==> src/sv/skt_pkg.sv <==
// Shared types and constants for the sorted key table.
`default_nettype none

package skt_pkg;

  localparam int unsigned TypeW   = 4;
  localparam int unsigned ResW    = 16;
  localparam int unsigned KeyW    = TypeW + ResW;
  localparam int unsigned HandleW = 32;
  localparam int unsigned LengthW = 31;
  localparam int unsigned StatusW = 2;
  localparam int unsigned PosW    = 8;

  typedef enum logic [StatusW-1:0] {
    ST_REPLACED = 2'd0,
    ST_INSERTED = 2'd1,
    ST_FULL     = 2'd2
  } skt_status_e;

  typedef struct packed {
    logic [KeyW-1:0]    key;
    logic [HandleW-1:0] handle;
    logic [LengthW-1:0] length;
  } entry_t;

  // Controller to datapath.
  typedef struct packed {
    logic        idle;
    logic        rd_mid;
    logic        cmp;
    logic        shift_init;
    logic        shift_rd;
    logic        write_new;
    logic        count_inc;
    logic        finish;
    skt_status_e status;
  } skt_cmd_t;

  // Datapath to controller.
  typedef struct packed {
    logic req_valid;
    logic search_open;
    logic found;
    logic full;
    logic shift_need;
    logic shift_last;
    logic out_free;
  } skt_sts_t;

endpackage

`default_nettype wire

==> src/sv/skt_ctrl.sv <==
// Sequencer for search, shift, write and response of one upsert request.
`default_nettype none

module skt_ctrl import skt_pkg::*; (
  input  wire logic     clk_i,
  input  wire logic     rst_ni,
  input  wire skt_sts_t sts_i,
  output skt_cmd_t      cmd_o
);

  typedef enum logic [2:0] {
    S_IDLE,
    S_SRCH_RD,
    S_SRCH_CMP,
    S_DECIDE,
    S_SHIFT,
    S_DRAIN,
    S_WRITE,
    S_FINISH
  } state_e;

  state_e      state_q;
  skt_status_e st_q;

  always_comb begin
    cmd_o        = '0;
    cmd_o.status = st_q;
    unique case (state_q)
      S_IDLE:     cmd_o.idle = 1'b1;
      S_SRCH_RD:  cmd_o.rd_mid = sts_i.search_open;
      S_SRCH_CMP: cmd_o.cmp = 1'b1;
      S_DECIDE:   cmd_o.shift_init = !sts_i.found && !sts_i.full && sts_i.shift_need;
      S_SHIFT:    cmd_o.shift_rd = 1'b1;
      S_DRAIN:    cmd_o.idle = 1'b0;
      S_WRITE: begin
        cmd_o.write_new = 1'b1;
        cmd_o.count_inc = !sts_i.found;
      end
      S_FINISH:   cmd_o.finish = sts_i.out_free;
      default:    cmd_o = '0;
    endcase
  end

  always_ff @(posedge clk_i or negedge rst_ni) begin
    if (!rst_ni) begin
      state_q <= S_IDLE;
      st_q    <= ST_REPLACED;
    end else begin
      unique case (state_q)
        S_IDLE: begin
          if (sts_i.req_valid) state_q <= S_SRCH_RD;
        end
        S_SRCH_RD: begin
          state_q <= sts_i.search_open ? S_SRCH_CMP : S_DECIDE;
        end
        S_SRCH_CMP: state_q <= S_SRCH_RD;
        S_DECIDE: begin
          if (sts_i.found) begin
            st_q    <= ST_REPLACED;
            state_q <= S_WRITE;
          end else if (sts_i.full) begin
            st_q    <= ST_FULL;
            state_q <= S_FINISH;
          end else begin
            st_q    <= ST_INSERTED;
            state_q <= sts_i.shift_need ? S_SHIFT : S_WRITE;
          end
        end
        S_SHIFT: begin
          if (sts_i.shift_last) state_q <= S_DRAIN;
        end
        // Let the last shift write land before the new entry takes the port.
        S_DRAIN:  state_q <= S_WRITE;
        S_WRITE:  state_q <= S_FINISH;
        S_FINISH: begin
          if (sts_i.out_free) state_q <= S_IDLE;
        end
        default:  state_q <= S_IDLE;
      endcase
    end
  end

endmodule

`default_nettype wire
==> config.mk <==
export PLATFORM = sky130hd
export DESIGN_NAME = skt_ctrl
export DESIGN_NICKNAME = d
export VERILOG_FILES = /design/src/sv/skt_pkg.sv /design/src/sv/skt_ctrl.sv
export SDC_FILE = /design/constraint.sdc
export NUM_CORES = 1
export LEC_CHECK = 0
export BUFFER_PORTS_ARGS = -buffer_cell sky130_fd_sc_hd__buf_2
export CAP_MARGIN = 20
export CORE_AREA = 2 2 39 41
export CTS_CLUSTER_SIZE = 24
export DETAILED_ROUTE_END_ITERATION = 6
export DIE_AREA = 0 0 41 43
export PLACE_DENSITY = 0.51
export SLEW_MARGIN = 0
export SYNTH_ARGS = -nofsm -noshare
export SYNTH_HDL_FRONTEND = slang
export SYNTH_SLANG_ARGS = --single-unit
==> constraint.sdc <==
create_clock -name clk_i -period 1.05 [get_ports clk_i]
set_input_delay 0.2625 -clock clk_i [delete_from_list [all_inputs] [get_ports clk_i]]
set_output_delay 0.2625 -clock clk_i [all_outputs]
set_load 0.05 [all_outputs]
* Yosys cells after proc, flatten, opt, wreduce, memory -nomap -nowiden
Cells that the tools add are included.
** Operators by class
- Eq/ne operators :: 10
- Reductions and logical operators :: 6
- Multiplexer cells :: 17
** Operators by type and width (number)
- $pmux W3 S8 :: 1
- $eq A3 B3 Y1 const B :: 4
- $mux W2 :: 6
- $mux W3 :: 3
- $mux W1 :: 7
- $eq A3 B2 Y1 const B :: 2
- $ne A2 B2 Y1 const B :: 3
- $eq A3 B1 Y1 const B :: 1
- $logic_not A3 Y1 :: 1
- $reduce_and A3 Y1 :: 1
- $logic_and A1 B1 Y1 :: 2
- $logic_not A1 Y1 :: 2
** Word-level totals
- Output and inout bits :: 10
- Word-level logic and storage cells :: 35
- Bits in registers :: 5
- Input bits :: 9

* Longest topological paths before layout
Gate-level depths: netlist of the first run.
- Depth in word-level cells :: 4
- Depth in mapped cells :: 5

* Worst setup path after synthesis of the first run
No wires, ideal clock.
- Kind :: register -> output
- From :: reg state_q[1]
- To :: out cmd_o[8] (netlist bit)
- Slack :: -1276 ps
- Arrival time :: 2063 ps
- Path buffers :: 1
- Cell stages (with the launch flop) :: 3
- Path through :: dfrtp_1 -> buf_2 -> nor4bb_1
** RTL lines
- start: declaration :: RTL line skt_ctrl.sv:22 : state_e state_q;
- start signal: assignment :: RTL line skt_ctrl.sv:54 : state_q <= sts_i.search_open ? S_SRCH_CMP : S_DECIDE;
- start signal: assignment :: RTL line skt_ctrl.sv:66 : state_q <= sts_i.shift_need ? S_SHIFT : S_WRITE;
- end: declaration :: RTL line skt_ctrl.sv:8 : output skt_cmd_t cmd_o

==> run metrics, run 1 <==
sequence of cells on the critical path=and3b_2, nor2b_4, buf_6; Setup CP Type=reg2out; final setup margin=-0.4362 ns; Yosys top cell area share=0.3817; GRT Util Overall=0.1510; CP max FO=6; final setup violation count=15; outcome=finished, violations left; GR Overflow Total=0; sequential cell area=128.9 um^2; Layout Nets=85; placed cell count=81; Die Ht=43 um; Bufs and invs on worst path=1; f_max=0.6729 GHz; initial antenna violation count=0; Hold Path Stages=3; r2r startpoint=state_q[2]; worst slack, placed=-0.4120 ns; Worst path max stage delay=0.43 ns; slowest CP cell=dfrtp_2; root buffer cell=clkbuf_4; I/O pin count=19; Die X=41 um; final hold vios=0; drt first-iter violations=1; # H-tree levels=1; Final Cycle Share=1.415; first-pass GRT wire length=1.787 mm; clk_lat worst skew=0.25 ns; Leak=0.3681 nW; count of non-filler cells in the finished layout=91; Initial Utilization=0.2369; Synth area leaders=dfrtp_1 (38%), nor3b_1 (6.9%), o21ai_0 (6.1%); IO Port Bufs=18; routed len/inst=11.52 um; Reg2Reg Depth=5; Avg Cell Area, Syn=8.627 um^2; detailed-placement wirelength estimate=718.7 um; Yosys reg bits=5; Worst EP required=0.79 ns; Rel. slew slack=0.7324; actual slew at the worst max-slew pin=0.3912 ns; Power Density=3258 mW/mm^2; # fillers=126; VDD IR max=1.926 mV; residual DRC count=0; worst reg2reg endpoint=st_q[0]; synth warn=0; CTS tree=yes; CP top delay family=flip-flops; final wirelength=1.048 mm; core area=0.001384 mm^2; Worst Clk Skew=0.004365 ns; Worst Hold Path EP=state_q[0]; Synth Net Count=47; cell taking the most area after synthesis=dfrtp_1; Max Cap Viol=0; failing checks=negative setup slack; area of the mapped netlist=327.8 um^2; Sink Count=5; Synth cell types=19; area delta synth->final=141.6%; RSZ-0062 raised after global routing=yes; Via Count=436; Seq/Total Area, Yosys=0.3817; clk slew on worst S/H paths=0.05 ns; total power=2.581 mW; min Tclk post-route=1.486 ns; crit start category=flop; antenna-violating nets left=0; Antenna Cells=0; die area=0.001763 mm^2; Critical Path AT=1.22 ns; pin count of the biggest net entering global routing=8; share of cells above drive strength 1=0.7600; TritonCTS Buffers=3; Vias/cell=4.791; max-slew violations=0; maximum buffer depth of the clock tree=2; RD Place Congestion=0.7673; HP Class=in2reg; site row count=14; First-pass DRT Iterations=4; Syn Inst Count=38; critical path endpoint category=output pin; vias in the first global route=458; hold path start=sts_i[5]; multi-input logic area=277.8 um^2; Crit. Startpoint=state_q[0]; flop-to-flop setup slack=-0.36 ns
==> state kept, by name, indices dropped and copies added (netlist names) <==
register  cells
state_q       3
st_q          2
==> repair_timing <==
item,CTS,global route
pin swaps,10,1
endpoints found under the setup margin,15,15
hold buffers,1,0
buffers inserted,5,0
endpoints found under the hold margin,5,0
gates resized for setup,38,2
==> where the power goes <==
part,internal (mW),switching (mW),total (mW)
Clock,0.145,0.0917,0.236
Combinational,0.919,0.983,1.90
Sequential,0.301,0.141,0.442
==> final cells by class <==
type / count / area share
repair buffers: 37 / 0.4234
multi-input cells: 28 / 0.3507
flip-flops and latches: 5 / 0.1627
clock buffers: 4 / 0.03318
well taps: 16 / 0.02528
inverters: 1 / 0.004739
==> synthesized netlist by cell type <==
cell	number
buf_2	3
nor3b_1	3
a2111oi_0	1
or3_1	1
a21oi_1	3
nor2_1	2
buf_6	1
dfrtp_1	5
or3b_1	1
nand3_1	1
and3b_1	1
o21ai_0	4
o41ai_1	2
nor3_1	2
a31oi_1	1
nor2b_1	3
nor4bb_1	1
nand2_1	2
inv_1	1
==> worst register-to-register path, cell delays in order (launching register included) <==
cell     delay (ns)
dfrtp_2        0.45
buf_6          0.15
buf_6          0.12
buf_6          0.11
buf_4          0.13
o41ai_1        0.34
==> worst max path at each step <==
stage,cells past startpoint,end
2_1_floorplan,3,cmd_o[3]
3_3_place_gp,4,cmd_o[6]
3_5_place_dp,4,cmd_o[6]
4_1_cts,3,cmd_o[3]
5_1_grt,3,cmd_o[3]
6_report,3,cmd_o[3]
==> cells in the final DEF, fill, tap and decap left out, drive strengths merged <==
cell	synthesis	routed
buf	4	36
dfrtp	5	5
o21ai	4	4
clkbuf	0	4
nor3b	3	3
a21oi	3	3
nor2b	3	3
nor3	2	2
o41ai	2	2
nand2	2	2
nor2	2	2
and3b	1	1
or3b	1	1
nor4bb	1	1
inv	1	1
or3	1	1
a2111oi	1	1
a31oi	1	1
nand3	1	1
dlygate4sd3	0	1
==> metal layers <==
| metal | wire length [um] | GRT usage | vias to the layer above |
|---|---|---|---|
| met4 | 21 | 0.1000 | 0 |
| met1 | 408 | 0.1656 | 202 |
| met3 | 61 | 0.03141 | 2 |
| met5 | 0 | 0 | - |
| li1 | - | - | 214 |
| met2 | 557 | 0.2438 | 18 |
==> through the flow <==
stage	hold WS, ns	setup TNS [ns]	instance area [um^2]	utilization
6_report	0.2974	-4.387	792.0	0.5723
5_1_grt	0.3297	-5.119	792.0	0.5723
4_1_cts	0.2942	-4.519	784.5	0.5669
3_5_place_dp	0.07888	-3.025	590.6	0.4268
3_3_place_gp	0.07719	-3.014	590.6	0.4268
2_1_floorplan	-0.03309	-2.718	414.1	-
==> logic make-up (layout without fill, tap and decap cells) <==
group           count (synthesis)  count (layout)  share of synthesized area
simple gates                   17              17                     0.3206
compound gates                 11              11                     0.2061
flops                           5               5                     0.3817
buf+inv                         5              42                    0.09158
No activity file was read; power rests on OpenSTA's default activity.
==> run 2: changes to the inputs <==
--- a/config.mk
+++ b/config.mk
@@ -5,12 +5,13 @@
 export SDC_FILE = /design/constraint.sdc
 export NUM_CORES = 1
 export LEC_CHECK = 0
+export ABC_AREA = 1
 export BUFFER_PORTS_ARGS = -buffer_cell sky130_fd_sc_hd__buf_2
 export CAP_MARGIN = 20
-export CORE_AREA = 2 2 39 41
+export CORE_AREA = 2 2 41 43
 export CTS_CLUSTER_SIZE = 24
 export DETAILED_ROUTE_END_ITERATION = 6
-export DIE_AREA = 0 0 41 43
+export DIE_AREA = 0 0 43 45
 export PLACE_DENSITY = 0.51
 export SLEW_MARGIN = 0
 export SYNTH_ARGS = -nofsm -noshare
==> run 2 against run 1 <==
The flow still finishes with violations (negative setup slack). Final cell count grew 26%. Clock power grew 3%. Maximum frequency shrank 2.3%. Worst setup slack lost 0.035 ns. Critical path depth grew 1. Sequential cell count is the same. Final area grew 15%. Utilization grew 4.8 points. Largest cell class unchanged.
==> run metrics, run 2 <==
outcome=finished, violations left (unchanged); failing checks=negative setup slack (unchanged); clk_lat worst skew=0.25 ns (about the same); Final Cycle Share=1.448 (was 1.415); First-pass DRT Iterations=2 (was 4); crit start category=flop (unchanged); Synth cell types=16 (was 19); final setup violation count=15 (unchanged); detailed-placement wirelength estimate=872.7 um (was 718.7 um); VDD IR max=1.781 mV (was 1.926 mV); first-pass GRT wire length=2.014 mm (was 1.787 mm); HP Class=in2reg (unchanged); most frequent cell after synthesis=nand2_1 (was dfrtp_1); CTS tree=yes (unchanged); clock group share of total power=0.080 (was 0.092); cell taking the most area after synthesis=dfrtp_1 (unchanged); max reg flops=3 (unchanged); total power=3.027 mW (was 2.581 mW); GR Overflow Total=0 (unchanged); Leak=0.4509 nW (was 0.3681 nW); r2r startpoint=state_q[2] (unchanged); worst slack, placed=-0.3855 ns (was -0.4120 ns); max-slew violations=0 (unchanged); # H-tree levels=1 (unchanged); RSZ-0062 raised after global routing=yes (unchanged); Syn Inst Count=56 (was 38); Top reg by flops=state_q (unchanged); critical path endpoint category=output pin (unchanged); Antenna Cells=0 (unchanged); Worst EP required=0.79 ns (about the same); multi-input logic area=324.1 um^2 (was 277.8 um^2); core area=0.001471 mm^2 (was 0.001384 mm^2); worst reg2reg endpoint=state_q[2] (was st_q[0]); Worst Clk Skew=0.003766 ns (was 0.004365 ns); Max Cap Viol=0 (unchanged); sequential cell area=128.9 um^2 (unchanged); final core occ=0.6199 (was 0.5723); Initial Utilization=0.2577 (was 0.2369); Die Ht=45 um (was 43 um); Setup CP Type=reg2out (unchanged); Seq/Total Area, Yosys=0.3300 (was 0.3817); sequential power share=0.176 (was 0.171); Worst Hold Path EP=st_q[0] (was state_q[0]); P_int=1.490 mW (was 1.364 mW); GRT Util Overall=0.1354 (was 0.1510); area of the mapped netlist=379.1 um^2 (was 327.8 um^2); flop-to-flop setup slack=-0.27 ns (was -0.36 ns); maximum buffer depth of the clock tree=2 (unchanged); root buffer cell=clkbuf_4 (unchanged); Synth area leaders=dfrtp_1 (33%), nand2_1 (15%), nor2_1 (6.9%) (was dfrtp_1 (38%), nor3b_1 (6.9%), o21ai_0 (6.1%)); Die X=43 um (was 41 um); Avg Cell Area, Syn=6.770 um^2 (was 8.627 um^2); most frequent cells in the layout=buf_4 (17), buf_6 (13), nand2_1 (9), buf_2 (8), inv_1 (5) (was buf_6 (16), buf_4 (10), buf_2 (8)); Worst path max stage delay=0.49 ns (was 0.43 ns); area delta synth->final=140.6% (was 141.6%); final setup margin=-0.4709 ns (was -0.4362 ns); dominant synthesized flop cell=dfrtp_1 (unchanged); Hold Path Stages=3 (unchanged); drt first-iter violations=1 (unchanged); Yosys reg bits=5 (unchanged); routed len/inst=10.36 um (was 11.52 um); Power Density=3318 mW/mm^2 (was 3258 mW/mm^2); IO Port Bufs=18 (unchanged); antenna-violating nets left=0 (unchanged); pin count of the biggest net entering global routing=8 (unchanged); number of synthesized flops with an enable pin=0 (unchanged); sequence of cells on the critical path=inv_4, nand2_8, nor3_4, buf_6 (was and3b_2, nor2b_4, buf_6); site row count=14 (unchanged); CP max FO=7 (was 6); Reg2Reg Depth=8 (was 5); final wirelength=1.191 mm (was 1.048 mm); slowest CP cell=dfrtp_2 (unchanged); Synth Net Count=65 (was 47); # fillers=125 (was 126); f_max=0.6575 GHz (was 0.6729 GHz); Post-synth ARST share=1.000 (unchanged); die area=0.001935 mm^2 (was 0.001763 mm^2); combinational power share=0.744 (was 0.737); Vias/cell=4.557 (was 4.791); most common cell after layout, fill and taps aside=buf_4 (was buf_6); I/O pin count=19 (unchanged); P_sw=1.537 mW (was 1.216 mW); initial antenna violation count=0 (unchanged); residual DRC count=0 (unchanged); Bufs and invs on worst path=2 (was 1); Critical Path AT=1.26 ns (was 1.22 ns); Sw Share=0.5079 (was 0.4713); Post-synth top cells=nand2_1 (15), nor2_1 (7), inv_1 (6) (was dfrtp_1 (5), o21ai_0 (4)); min Tclk post-route=1.521 ns (was 1.486 ns); final hold vios=0 (unchanged); synth warn=0 (unchanged); Sink Count=5 (unchanged); hold path start=sts_i[3] (was sts_i[5]); Via Count=524 (was 436); Yosys top cell area share=0.3300 (was 0.3817); CP top delay family=flip-flops (unchanged); Rel. slew slack=0.8191 (was 0.7324); RD Place Congestion=0.7722 (was 0.7673); actual slew at the worst max-slew pin=0.2714 ns (was 0.3912 ns); Largest regs=state_q: 3 flops, st_q: 2 flops (unchanged); TritonCTS Buffers=3 (unchanged); Layout Nets=109 (was 85); vias in the first global route=491 (was 458); clk slew on worst S/H paths=0.05 ns (about the same); share of cells above drive strength 1=0.7273 (was 0.7600)
run 2: kinds of logic (layout without fill, tap and decap cells):
logic type | count (synthesis) | in the layout | share of synthesized area
simple gates | 36 | 36 | 0.4621
buf+inv | 12 | 55 | 0.1386
flops | 5 | 5 | 0.3300
compound gates | 3 | 3 | 0.06929
run 2: repair_timing:
action	CTS	global route
hold endpoints to repair	5	0
resized for setup	31	8
pin swaps	3	1
setup endpoints to repair	15	15
setup buffers	3	3
hold buffers	1	0
run 2: how the worst max path moves through the flow:
stage,slack (ns),cells past startpoint,start,endpoint
6_report,-0.47,4,state_q[0],cmd_o[3]
5_1_grt,-0.51,4,state_q[0],cmd_o[3]
4_1_cts,-0.46,5,state_q[1],cmd_o[6]
3_5_place_dp,-0.39,3,state_q[2],cmd_o[8]
3_3_place_gp,-0.36,3,state_q[2],cmd_o[9]
2_1_floorplan,-0.33,4,state_q[0],cmd_o[3]
run 2: through the flow:
step | std cells | TNS [ns] | cell area [um^2] | hold slack, ns
after global routing | 115 | -5.089 | 912.1 | 0.3001
after floorplan | 56 | -1.568 | 476.7 | -0.03309
after detailed placement | 104 | -3.662 | 696.9 | 0.08319
after global placement | 104 | -3.358 | 696.9 | 0.08631
final | 115 | -4.432 | 912.1 | 0.2874
after CTS | 112 | -4.353 | 864.6 | 0.3003
run 2: area by class of cell:
type | count | area share
well taps | 16 | 0.02195
clock buffers | 4 | 0.02881
multi-input cells | 39 | 0.3553
inverters | 10 | 0.05898
flip-flops and latches | 5 | 0.1413
repair buffers | 41 | 0.3937
run 2: power by group through the flow:
stage | clock (mW) | combinational, mW | sequential [mW]
final | 0.242 | 2.25 | 0.532
after global routing | 0.254 | 2.41 | 0.550
after CTS | 0.232 | 2.09 | 0.535
after detailed placement | 0 | 1.69 | 0.488
after global placement | 0 | 1.69 | 0.483
after floorplan | 0 | 1.16 | 0.502
run 2: per-layer routing:
metal  track usage  routed length (um)  up-vias
met5             0                   0        -
met4       0.05455                  16        0
met3       0.02400                  56        3
met2        0.2182                 589       15
met1        0.1816                 529      234
li1              -                   -      272
run 2: worst reg2reg max path: stages (launching register included):
cell     delay (ns)
dfrtp_2        0.50
buf_12         0.17
buf_4          0.14
nor2_2         0.09
nand3_2        0.08
nand2_2        0.07
nor2_2         0.04
nand2_1        0.05
nand2_1        0.06
